File: config.mk
export PLATFORM = sky130hd
export DESIGN_NAME = nps_useq
export DESIGN_NICKNAME = d
export VERILOG_FILES = /design/src/hdl/nps_pkg.sv /design/src/hdl/nps_useq.sv
export SDC_FILE = /design/constraint.sdc
export NUM_CORES = 1
export LEC_CHECK = 0
export ABC_AREA = 1
export BUFFER_PORTS_ARGS = -buffer_cell sky130_fd_sc_hd__buf_2
export CORE_UTILIZATION = 36
export CTS_BUF_LIST = sky130_fd_sc_hd__clkbuf_2
export CTS_CLUSTER_DIAMETER = 40
export DETAILED_ROUTE_END_ITERATION = 16
export GPL_TIMING_DRIVEN = 0
export SLEW_MARGIN = 5
export SYNTH_ARGS = -nofsm -noshare
export SYNTH_HDL_FRONTEND = slang
export SYNTH_SLANG_ARGS = --single-unit
File: constraint.sdc
create_clock -name clk -period 2.8 [get_ports clk]
set_input_delay 0.28 -clock clk [delete_from_list [all_inputs] [get_ports clk]]
set_output_delay 0.28 -clock clk [all_outputs]
set_load 0.005 [all_outputs]
File: src/hdl/nps_pkg.sv
// Shared types, codes and the microprogram for the nearest point search core.
// Used by the sequencer, the datapath and the top level; depends on nothing.
`timescale 1ns / 1ps
`default_nettype none

package nps_pkg;

  // Operation codes carried in the op field of a command word.
  typedef enum logic [1:0] {
    OP_CLEAR  = 2'd0,
    OP_APPEND = 2'd1,
    OP_QUERY  = 2'd2,
    OP_RSVD   = 2'd3
  } op_t;

  // Status codes returned in a result word.
  typedef enum logic [1:0] {
    ST_OK    = 2'd0,
    ST_EMPTY = 2'd1,
    ST_FULL  = 2'd2,
    ST_RSVD  = 2'd3
  } status_t;

  // Jump conditions that a control word can test.
  typedef enum logic [3:0] {
    C_ALWAYS    = 4'd0,
    C_ACCEPT    = 4'd1,
    C_OP_QUERY  = 4'd2,
    C_OP_APPEND = 4'd3,
    C_OP_RSVD   = 4'd4,
    C_FULL      = 4'd5,
    C_EMPTY     = 4'd6,
    C_LAST      = 4'd7,
    C_PIPE_IDLE = 4'd8,
    C_OUT_FREE  = 4'd9
  } cond_t;

  typedef logic [3:0] upc_t;

  // Step addresses of the microprogram.
  localparam upc_t UPC_FETCH     = 4'd0;
  localparam upc_t UPC_DEC_QUERY = 4'd1;
  localparam upc_t UPC_DEC_APP   = 4'd2;
  localparam upc_t UPC_DEC_RSVD  = 4'd3;
  localparam upc_t UPC_CLEAR     = 4'd4;
  localparam upc_t UPC_APPEND    = 4'd5;
  localparam upc_t UPC_WRITE     = 4'd6;
  localparam upc_t UPC_RPT_FULL  = 4'd7;
  localparam upc_t UPC_QUERY     = 4'd8;
  localparam upc_t UPC_SCAN      = 4'd9;
  localparam upc_t UPC_DRAIN     = 4'd10;
  localparam upc_t UPC_RPT_OK    = 4'd11;
  localparam upc_t UPC_RPT_EMPTY = 4'd12;

  // One control word. When the condition holds the sequencer jumps to target;
  // otherwise it stays on the step if alt_self is set, else it falls through.
  typedef struct packed {
    logic    in_ready;
    logic    cnt_clear;
    logic    mem_write;
    logic    cnt_inc;
    logic    scan_init;
    logic    scan_issue;
    logic    out_load;
    status_t out_status;
    cond_t   cond;
    logic    alt_self;
    upc_t    target;
  } ctl_t;

  // Status flags that the datapath reports back to the sequencer.
  typedef struct packed {
    logic in_valid;
    op_t  op;
    logic full;
    logic empty;
    logic last;
    logic pipe_idle;
    logic out_free;
  } flags_t;

  // The microprogram ROM.
  function automatic ctl_t ucode_rom(input upc_t addr);
    ctl_t w;
    w = '0;
    w.cond = C_ALWAYS;
    w.target = UPC_FETCH;
    unique case (addr)
      UPC_FETCH: begin
        w.in_ready = 1'b1;
        w.cond = C_ACCEPT;
        w.alt_self = 1'b1;
        w.target = UPC_DEC_QUERY;
      end
      UPC_DEC_QUERY: begin
        w.cond = C_OP_QUERY;
        w.target = UPC_QUERY;
      end
      UPC_DEC_APP: begin
        w.cond = C_OP_APPEND;
        w.target = UPC_APPEND;
      end
      UPC_DEC_RSVD: begin
        w.cond = C_OP_RSVD;
        w.target = UPC_FETCH;
      end
      UPC_CLEAR: begin
        w.cnt_clear = 1'b1;
      end
      UPC_APPEND: begin
        w.cond = C_FULL;
        w.target = UPC_RPT_FULL;
      end
      UPC_WRITE: begin
        w.mem_write = 1'b1;
        w.cnt_inc = 1'b1;
      end
      UPC_RPT_FULL: begin
        w.out_load = 1'b1;
        w.out_status = ST_FULL;
        w.cond = C_OUT_FREE;
        w.alt_self = 1'b1;
      end
      UPC_QUERY: begin
        w.scan_init = 1'b1;
        w.cond = C_EMPTY;
        w.target = UPC_RPT_EMPTY;
      end
      UPC_SCAN: begin
        w.scan_issue = 1'b1;
        w.cond = C_LAST;
        w.alt_self = 1'b1;
        w.target = UPC_DRAIN;
      end
      UPC_DRAIN: begin
        w.cond = C_PIPE_IDLE;
        w.alt_self = 1'b1;
        w.target = UPC_RPT_OK;
      end
      UPC_RPT_OK: begin
        w.out_load = 1'b1;
        w.out_status = ST_OK;
        w.cond = C_OUT_FREE;
        w.alt_self = 1'b1;
      end
      UPC_RPT_EMPTY: begin
        w.out_load = 1'b1;
        w.out_status = ST_EMPTY;
        w.cond = C_OUT_FREE;
        w.alt_self = 1'b1;
      end
      default: begin
        w.cond = C_ALWAYS;
      end
    endcase
    return w;
  endfunction

endpackage

`default_nettype wire

File: src/hdl/nps_useq.sv
// Microcoded sequencer: step counter, control word ROM and jump logic.
// Depends on nps_pkg for the control word, flags and the microprogram.
`timescale 1ns / 1ps
`default_nettype none

module nps_useq (
  input  wire logic            clk,
  input  wire logic            rst,
  input  wire nps_pkg::flags_t flags,
  output nps_pkg::ctl_t        ctl,
  output logic                 take
);
  import nps_pkg::*;

  upc_t upc;
  upc_t upc_next;

  // Fetch the control word for the current step.
  assign ctl = ucode_rom(upc);

  // Evaluate the condition that the control word selects.
  always_comb begin
    unique case (ctl.cond)
      C_ALWAYS:    take = 1'b1;
      C_ACCEPT:    take = flags.in_valid;
      C_OP_QUERY:  take = (flags.op == OP_QUERY);
      C_OP_APPEND: take = (flags.op == OP_APPEND);
      C_OP_RSVD:   take = (flags.op == OP_RSVD);
      C_FULL:      take = flags.full;
      C_EMPTY:     take = flags.empty;
      C_LAST:      take = flags.last;
      C_PIPE_IDLE: take = flags.pipe_idle;
      C_OUT_FREE:  take = flags.out_free;
      default:     take = 1'b0;
    endcase
  end

  // Next step: jump, hold, or fall through.
  always_comb begin
    if (take) begin
      upc_next = ctl.target;
    end else if (ctl.alt_self) begin
      upc_next = upc;
    end else begin
      upc_next = upc + 4'd1;
    end
  end

  // Step counter.
  always_ff @(posedge clk) begin
    if (rst) begin
      upc <= UPC_FETCH;
    end else begin
      upc <= upc_next;
    end
  end

  // A report step that cannot load the result register must not move on.
  a_report_holds: assert property (@(posedge clk) disable iff (rst)
    (ctl.out_load && !take) |=> (upc == $past(upc)))
    else $error("report step left without loading the result");

  // A point is only written while the store has room.
  a_write_has_room: assert property (@(posedge clk) disable iff (rst)
    ctl.mem_write |-> !flags.full)
    else $error("model store written while full");

endmodule

`default_nettype wire

==> results of run 1 <==
## cells in the final DEF, fill, tap and decap left out, drive strengths merged
master	n
dfxtp	4
nand3	20
nand3b	1
nand2	40
o21bai	2
nor3	2
clkbuf	3
nand4	4
xnor2	1
inv	25
nor2	15
xor2	2
buf	31
o21ai	4
ha	4
a21oi	3
## critical path: stages (launching register included)
cell and delay [ns]:
dfxtp_1 0.39, inv_1 0.11, ha_1 0.30, nand3_1 0.18, nand3_4 0.15, nor2_4 0.20
nand2_1 0.10, a21oi_1 0.19, nor2_2 0.08, nand3_4 0.10, buf_2 0.12
## final cells by class
cell class	instances	share of cell area, %
Inverter	25	9.68
Clock buffer	3	1.47
Timing Repair Buffer	28	13.7
Buffer	3	2.94
Multi-Input combinational cell	98	60.9
Tap cell	28	3.43
Sequential cell	4	7.84
## through the flow
| step | utilization (%) | instance area (um2) | setup slack (ns) |
|---|---|---|---|
| 2_1_floorplan | - | 831 | 0.936 |
| 6_report | 46.6 | 1020 | 0.408 |
| 4_1_cts | 46.6 | 1020 | 0.372 |
| 3_5_place_dp | 45.9 | 1010 | 0.609 |
| 3_3_place_gp | 45.9 | 1010 | 0.630 |
| 5_1_grt | 46.6 | 1020 | 0.189 |
## kinds of logic after synthesis
| family | synth area share, % |
|---|---|
| flip-flops | 9.64 |
| AND/OR/NAND/NOR | 58.3 |
| AO/OA/AOI/OAI | 7.38 |
| XOR/XNOR | 3.16 |
| buffers and inverters | 15.5 |
| adder cells (fa/ha/maj) | 6.02 |
## how the worst min path moves through the flow
stage	cells past startpoint	endpoint
6_report	2	upc[1]$_SDFFE_PP0P_
5_1_grt	2	upc[1]$_SDFFE_PP0P_
4_1_cts	2	upc[1]$_SDFFE_PP0P_
3_5_place_dp	2	upc[1]$_SDFFE_PP0P_
3_3_place_gp	2	upc[1]$_SDFFE_PP0P_
2_1_floorplan	1	upc[1]$_SDFFE_PP0P_
## metal layers
layer | vias up | track usage [%] | routed length, um
li1 | 474 | - | -
met1 | 367 | 22.7 | 970
met2 | 26 | 25.8 | 911
met3 | 0 | 2.16 | 88
met4 | 0 | 7.14 | 0
met5 | - | 0 | 0
## power breakdown
group	switching, mW	total (mW)	internal, mW
sequential	0.0164	0.0949	0.0786
combinational	0.638	1.03	0.393
clock	0.0200	0.0488	0.0287
total	0.675	1.17	0.500
==> reports/metrics.cfg, run 1 <==
[outcome]
status=complete, no violations

[clock_network]
clock_tree.root_cell=clkbuf_2
source_to_sink_clock_delay_at_the_later_pin_of_the_worst_skew_pair_ns=0.20
h-tree-depth=1
clkTransAtPathRegs_ns=0.04
clock_tree.buffer_depth=2
post-cts-setup-buffers=0
cts-resized-gates=0
cts_sinks=4
cts_inserted_buffers=3
cts.hold.buffers_added=0
cts_tree=built

[flow_run]
maxCapViolCount=0

[worst_setup_path]
worst-endpoint-arrival_ns=2.11
critPathMaxFanout=7
timing_worst_setup_path_type=register to output port
timing.reg2reg.setup_slack_ns=0.66
crit_end=take
timing.critical_path.required_ns=2.52
r2r_end=upc[3]$_SDFFE_PP0P_
timing.critical_path.to_type=output port
reg2regPathDepth=12
cp-start-kind=register
critPathLaunch=upc[0]$_SDFFE_PP0P_
rr_startpoint=upc[0]$_SDFFE_PP0P_

[synth]
count_of_flip_flops_with_a_built_in_enable_after_synthesis=0
post_synth_main_area_contributors=nand2_1 16%, dfxtp_1 9.6%, inv_1 9.5%
postSynth.asyncResetShare_pct=0
synthDominantAreaCellType=nand2_1
share_of_yosys_cell_area_claimed_by_the_top_area_cell_type_pct=15.8
yosysWarningCount=0
mappedNetlistNets=144
synthDistinctLibCells=29
synth_area_um2=831
yosys-top-cells-count=35 x nand2_1, 21 x inv_1, 11 x nand3_1, 8 x nor2_1, 7 x nand3_2
synthFlopType=dfxtp_1
syn-mean-instance-area_um2=6.39
synthesis.instances=130
yosys_register_bits=4
share_of_the_yosys_chip_area_belonging_to_registers_pct=9.64
synthMostInstantiatedCell=nand2_1

[timing]
layout_worst_path_cycle_share_pct=85.4
achievable-frequency_ghz=0.418
worstMarginPinSlew_ns=0.265
setup-violations-final=0
fin_hold_viols=0
fin_hold_ws_ns=0.276
finalClockSkew_ns=0.0000998
maxSlewHeadroom_pct=82.3
timing.setup.tns_ns=0
grt_setup_unrepaired=false
drv_slew=0
final_period_minus_worst_setup_slack_ns=2.39

[power]
ir_drop_mv=0.716
power_density_over_cell_area_nw_per_um2=1150
p_total_mw=1.17
power.leakage_nw=0.641

[floorplan]
dieWidth_um=50.0
fp-row-count=17
core_outline_area_um2=2190
floorplan.initialDensity_pct=37.9
design.die.area_um2=2500
ios=29
die_boundary_height_um=50.0

[final_layout]
reg_top3=upc: 4 flops
final_nets=177
largest_register=upc
drive_gt1_share_pct=39.1
antenna-diode-count=0
post_layout_nonfiller_instances=189
layout-area-overhead-vs-synth_pct=22.9
multi_input_comb_area_um2=622
largest_reg_flops=4
seq_area_um2=80.1
final.fill_count=235

[global_routing]
grtUsageTotal_pct=16.7
maximum_number_of_pins_on_one_net_before_global_route_repair=11
global_route.overflow_total=0
grt_pass1_vias=738
grt_antenna_before_repair=0
grt_first_pass_wirelength_um=3200

[placement]
hpwlAfterDp_um=1620
post-place-cells=186
gp_congestion=0.863
number_of_buffer_cells_added_on_primary_ports=28

[min_path]
holdCritStartpoint=rst
hold_path.class=input port to register

[route]
antenna_violating_nets_post_route=0
routed_via_density=4.59
wirelength_um=1970
routed_wire_length_per_instance_um=10.4
first_pass_iters=7
dr.first_iter.drc_count=21
dr_total_vias=867
drt_drc_violations_left=0

No activity file was read; power rests on OpenSTA's default activity.
==> inputs of run 2 (changes only) <==
--- a/config.mk
+++ b/config.mk
@@ -6,11 +6,12 @@
 export NUM_CORES = 1
 export LEC_CHECK = 0
 export ABC_AREA = 1
-export BUFFER_PORTS_ARGS = -buffer_cell sky130_fd_sc_hd__buf_2
+export CAP_MARGIN = 20
 export CORE_UTILIZATION = 36
 export CTS_BUF_LIST = sky130_fd_sc_hd__clkbuf_2
 export CTS_CLUSTER_DIAMETER = 40
 export DETAILED_ROUTE_END_ITERATION = 16
+export DONT_BUFFER_PORTS = 1
 export GPL_TIMING_DRIVEN = 0
 export SLEW_MARGIN = 5
 export SYNTH_ARGS = -nofsm -noshare
==> reports/metrics.cfg, run 2 (synthesized netlist as in run 1, its figures left out) <==
[clock_network]
post-cts-setup-buffers=0
clkTransAtPathRegs_ns=0.04
clock_tree.buffer_depth=2
cts_tree=built
h-tree-depth=1
cts_sinks=4
cts-resized-gates=0
cts.hold.buffers_added=0
clock_tree.root_cell=clkbuf_2
cts_inserted_buffers=3
source_to_sink_clock_delay_at_the_later_pin_of_the_worst_skew_pair_ns=0.20

[global_routing]
maximum_number_of_pins_on_one_net_before_global_route_repair=11
grtUsageTotal_pct=16.2
global_route.overflow_total=0
grt_antenna_before_repair=0
grt_pass1_vias=735
grt_first_pass_wirelength_um=3210

[power]
p_total_mw=1.07
ir_drop_mv=0.573
power_density_over_cell_area_nw_per_um2=1220
power.leakage_nw=0.511

[worst_setup_path]
r2r_end=upc[3]$_SDFFE_PP0P_
cp-start-kind=register
total_number_of_cells_along_the_worst_setup_path=11
critical_path.max_stage_delay_ns=0.39
crit_end=take
critPathMaxFanout=7
critPathLaunch=upc[0]$_SDFFE_PP0P_
timing.reg2reg.setup_slack_ns=0.66
worstPathBufferInverterCount=2
crit_family=simple AND/OR/NAND/NOR gates
worst_path_max_delay_cell=dfxtp_1
timing.critical_path.required_ns=2.52
timing.critical_path.to_type=output port
worst-endpoint-arrival_ns=2.02
rr_startpoint=upc[0]$_SDFFE_PP0P_
reg2regPathDepth=12
timing_worst_setup_path_type=register to output port
timing.critical_path.cells=inv_1 -> ha_1 -> nand3_1 -> nand3_4 -> nor2_4 -> nand2_2 -> nor2_2 -> nand3_2 -> nand2_2 -> inv_2 -> nand3_4

[timing]
setup-violations-final=0
maxSlewHeadroom_pct=79.4
final_period_minus_worst_setup_slack_ns=2.30
fin_hold_viols=0
grt_setup_unrepaired=false
worstMarginPinSlew_ns=0.306
achievable-frequency_ghz=0.434
finalClockSkew_ns=0.00199
layout_worst_path_cycle_share_pct=82.2
drv_slew=0
layout_setup_ws_ns=0.498
timing.setup.tns_ns=0

[final_layout]
largest_register=upc
drive_gt1_share_pct=26.3
final_nets=149
largest_reg_flops=4
final_cell_mix=35 x nand2_1, 21 x inv_1, 11 x nand3_1, 8 x nor2_1, 7 x nand3_2
post-route-util_pct=40.2
final.fill_count=237
antenna-diode-count=0
layout-area-overhead-vs-synth_pct=6.02
finalInstanceArea_um2=881
reg_top3=upc: 4 flops
final_common_cell=nand2_1

[floorplan]
die_boundary_height_um=50.0
ios=29
fp-row-count=17
core_outline_area_um2=2190
dieWidth_um=50.0
design.die.area_um2=2500
floorplan.initialDensity_pct=37.9

[flow_run]
maxCapViolCount=0

[outcome]
status=complete, no violations

[route]
dr.first_iter.drc_count=21
first_pass_iters=4
routed_wire_length_per_instance_um=11.3
wirelength_um=1820
routed_via_density=4.90
antenna_violating_nets_post_route=0
drt_drc_violations_left=0
dr_total_vias=789

[placement]
gp_congestion=0.798
hpwlAfterDp_um=1520
number_of_buffer_cells_added_on_primary_ports=0
placed_area_um2=866
placement.setup.worst_slack_ns=0.672

[min_path]
timing.hold.worst_path_depth=1
hold_path.class=input port to register

[run 2: stage by stage]
stage	std cells	hold slack [ns]
after floorplan	130	0.342
after global placement	158	0.345
after detailed placement	158	0.345
after CTS	161	0.121
after global routing	161	0.115
final	161	0.137
[run 2: how the worst min path moves through the flow]
stage / to / start / slack [ns]
floorplan: upc[1]$_SDFFE_PP0P_ / rst / 0.34
global placement: upc[1]$_SDFFE_PP0P_ / rst / 0.34
detailed placement: upc[1]$_SDFFE_PP0P_ / rst / 0.34
CTS: upc[1]$_SDFFE_PP0P_ / rst / 0.12
global route: upc[1]$_SDFFE_PP0P_ / rst / 0.11
finish: upc[1]$_SDFFE_PP0P_ / rst / 0.14
[run 2: final cells by class]
type                            instances  area, um2  area share [%]
Inverter                               25       98.8            11.2
Tap cell                               28       35.0            3.98
Buffer                                  3       30.0            3.41
Multi-Input combinational cell         98        622            70.6
Sequential cell                         4       80.1            9.09
Clock buffer                            3       15.0            1.70
[run 2: report_power, final]
part / internal, mW / total [mW] / leakage, nW / switching [mW]
Clock: 0.0287 / 0.0492 / 0.0125 / 0.0204
Combinational: 0.316 / 0.928 / 0.466 / 0.612
Sequential: 0.0786 / 0.0948 / 0.0331 / 0.0162
Total: 0.423 / 1.07 / 0.511 / 0.649
[run 2: layer usage]
| layer | track usage, % | routed length (um) | vias to the layer above |
|---|---|---|---|
| met5 | 0 | 0 | - |
| met1 | 21.7 | 834 | 344 |
| met2 | 25.6 | 845 | 23 |
| met4 | 4.29 | 0 | 0 |
| met3 | 3.70 | 142 | 0 |
| li1 | - | - | 422 |
==> inputs of run 3 (changes only) <==
==> constraint.sdc (replaced) <==
create_clock -name clk -period 2 [get_ports clk]
set_input_delay 0.2 -clock clk [delete_from_list [all_inputs] [get_ports clk]]
set_output_delay 0.2 -clock clk [all_outputs]
set_load 0.005 [all_outputs]
==> reports/metrics.cfg, run 3 (synthesized netlist as in run 1, its figures left out) <==
[placement]
placed_area_um2=866
gp_congestion=0.798
hpwlAfterDp_um=1520
number_of_buffer_cells_added_on_primary_ports=0

[floorplan]
ios=29
dieWidth_um=50.0
die_boundary_height_um=50.0
core_outline_area_um2=2190
fp-row-count=17
design.die.area_um2=2500
floorplan.initialDensity_pct=37.9

[power]
p_total_mw=1.82
power.leakage_nw=0.552
clockPowerShare_pct=3.8
ir_drop_mv=0.810
switchingPower_mw=1.06
switching_share_pct=58.2
p_int_mw=0.762
share_seq_of_total_power_pct=8.9
comb_power_share_pct=87.3
power_density_over_cell_area_nw_per_um2=1740

[global_routing]
global_route.overflow_total=0
grt_first_pass_wirelength_um=3310
maximum_number_of_pins_on_one_net_before_global_route_repair=11
grt_pass1_vias=756
grtUsageTotal_pct=16.7
grt_antenna_before_repair=0

[timing]
finalClockSkew_ns=0.00203
layout_worst_path_cycle_share_pct=100
layout_setup_ws_ns=-0.00116
fin_hold_viols=0
drv_slew=0
grt_setup_unrepaired=true
setup-violations-final=1
worstMarginPinSlew_ns=0.318
final_period_minus_worst_setup_slack_ns=2.00
maxSlewHeadroom_pct=78.7
achievable-frequency_ghz=0.500

[route]
antenna_violating_nets_post_route=0
dr_total_vias=861
drt_drc_violations_left=0
routed_via_density=5.19
routed_wire_length_per_instance_um=12.3
wirelength_um=2040
dr.first_iter.drc_count=13
first_pass_iters=4

[final_layout]
layout-area-overhead-vs-synth_pct=25.8
largest_reg_flops=4
largest_register=upc
final_nets=154
final_cell_mix=31 x nand2_1, 18 x inv_1, 10 x nand3_2, 8 x nand2_2, 7 x nand3_1
final.fill_count=236
reg_top3=upc: 4 flops
antenna-diode-count=0
finalInstanceArea_um2=1040
drive_gt1_share_pct=43.5
final_common_cell=nand2_1
multi_input_comb_area_um2=736
seq_area_um2=87.6

[outcome]
status=complete, but fails checks
violations=setup timing

[worst_setup_path]
worst-endpoint-arrival_ns=2.13
timing.critical_path.to_type=register
timing.critical_path.required_ns=2.13
critPathMaxFanout=7
cp-start-kind=register
timing_worst_setup_path_type=register to register

[clock_network]
source_to_sink_clock_delay_at_the_later_pin_of_the_worst_skew_pair_ns=0.20
clock_tree.buffer_depth=2
cts_inserted_buffers=3
cts_tree=built
h-tree-depth=1
clock_tree.root_cell=clkbuf_2
clkTransAtPathRegs_ns=0.04
cts_sinks=4
cts.hold.buffers_added=0

[min_path]
hold_path.class=input port to register

[flow_run]
maxCapViolCount=0

-- run 3: cell types whose count changed in the layout (fill, tap and decap cells not counted), moves of 2 or more --
cell | previous run | this run
dfxtp_4 | 0 | 2
dfxtp_1 | 4 | 2
nand2_2 | 4 | 8
nand3_1 | 11 | 7
inv_4 | 2 | 4
nor2_4 | 3 | 5
nand3_2 | 7 | 10
inv_1 | 21 | 18
buf_4 | 1 | 6
ha_1 | 4 | 0
nand2_1 | 35 | 31
nor2_1 | 8 | 6
ha_4 | 0 | 4
-- run 3: final timing paths --
check             depth (start not counted)                 from                   to  slack [ns]
hold reg to reg                           2  upc[1]$_SDFFE_PP0P_  upc[1]$_SDFFE_PP0P_        0.58
setup / recovery                         12  upc[0]$_SDFFE_PP0P_  upc[1]$_SDFFE_PP0P_      -0.001
hold / removal                            1                  rst  upc[1]$_SDFFE_PP0P_        0.05
setup reg to reg                         12  upc[0]$_SDFFE_PP0P_  upc[1]$_SDFFE_PP0P_      -0.001
-- run 3: final cells by class --
class	count	share of cell area (%)
Clock buffer	3	1.44
Inverter	25	9.94
Timing Repair Buffer	5	3.59
Tap cell	28	3.35
Buffer	3	2.87
Sequential cell	4	8.38
Multi-Input combinational cell	98	70.4
-- run 3: repair_timing --
action | 4_1_cts | 5_1_grt
gates resized for setup | 14 | 18
pin swaps | 4 | 23
setup endpoints to repair | 5 | 5
gates cloned | 0 | 0
setup buffers | 1 | 4
-- run 3: stage by stage --
stage | TNS (ns) | cells | setup WS (ns) | hold slack, ns | util [%]
after floorplan | 0 | 130 | 0.136 | 0.262 | -
after global placement | -0.420 | 158 | -0.132 | 0.265 | 39.5
after detailed placement | -0.438 | 158 | -0.128 | 0.265 | 39.5
after CTS | 0 | 162 | 0.000262 | 0.0325 | 42.8
after global routing | -0.629 | 166 | -0.135 | 0.0204 | 47.7
final | -0.00116 | 166 | -0.00116 | 0.0494 | 47.7
-- run 3: metal layers --
layer / wire (um) / global-route usage (%) / vias to the layer above
met5: 0 / 0 / -
met4: 0 / 4.29 / 0
met3: 136 / 3.70 / 0
met2: 1020 / 27.3 / 27
met1: 883 / 21.7 / 405
li1: - / - / 429
-- run 3: critical path, cell delays in order (launching register included) --
cell and delay, ns:
dfxtp_4 0.40, inv_4 0.06, ha_4 0.18, o21ai_4 0.16, nand3_2 0.12, nor2_4 0.20, nor2_2 0.07, nand2_1 0.07
nand2_2 0.06, buf_4 0.14, nor2_4 0.17, nand4_1 0.15, a21oi_2 0.15
-- run 3: power groups by stage --
stage | Combinational, mW | Sequential [mW] | Clock (mW)
2_1_floorplan | 1.10 | 0.127 | 0
3_3_place_gp | 1.30 | 0.134 | 0
3_5_place_dp | 1.30 | 0.134 | 0
4_1_cts | 1.38 | 0.147 | 0.0740
5_1_grt | 1.77 | 0.164 | 0.0804
6_report | 1.59 | 0.162 | 0.0687
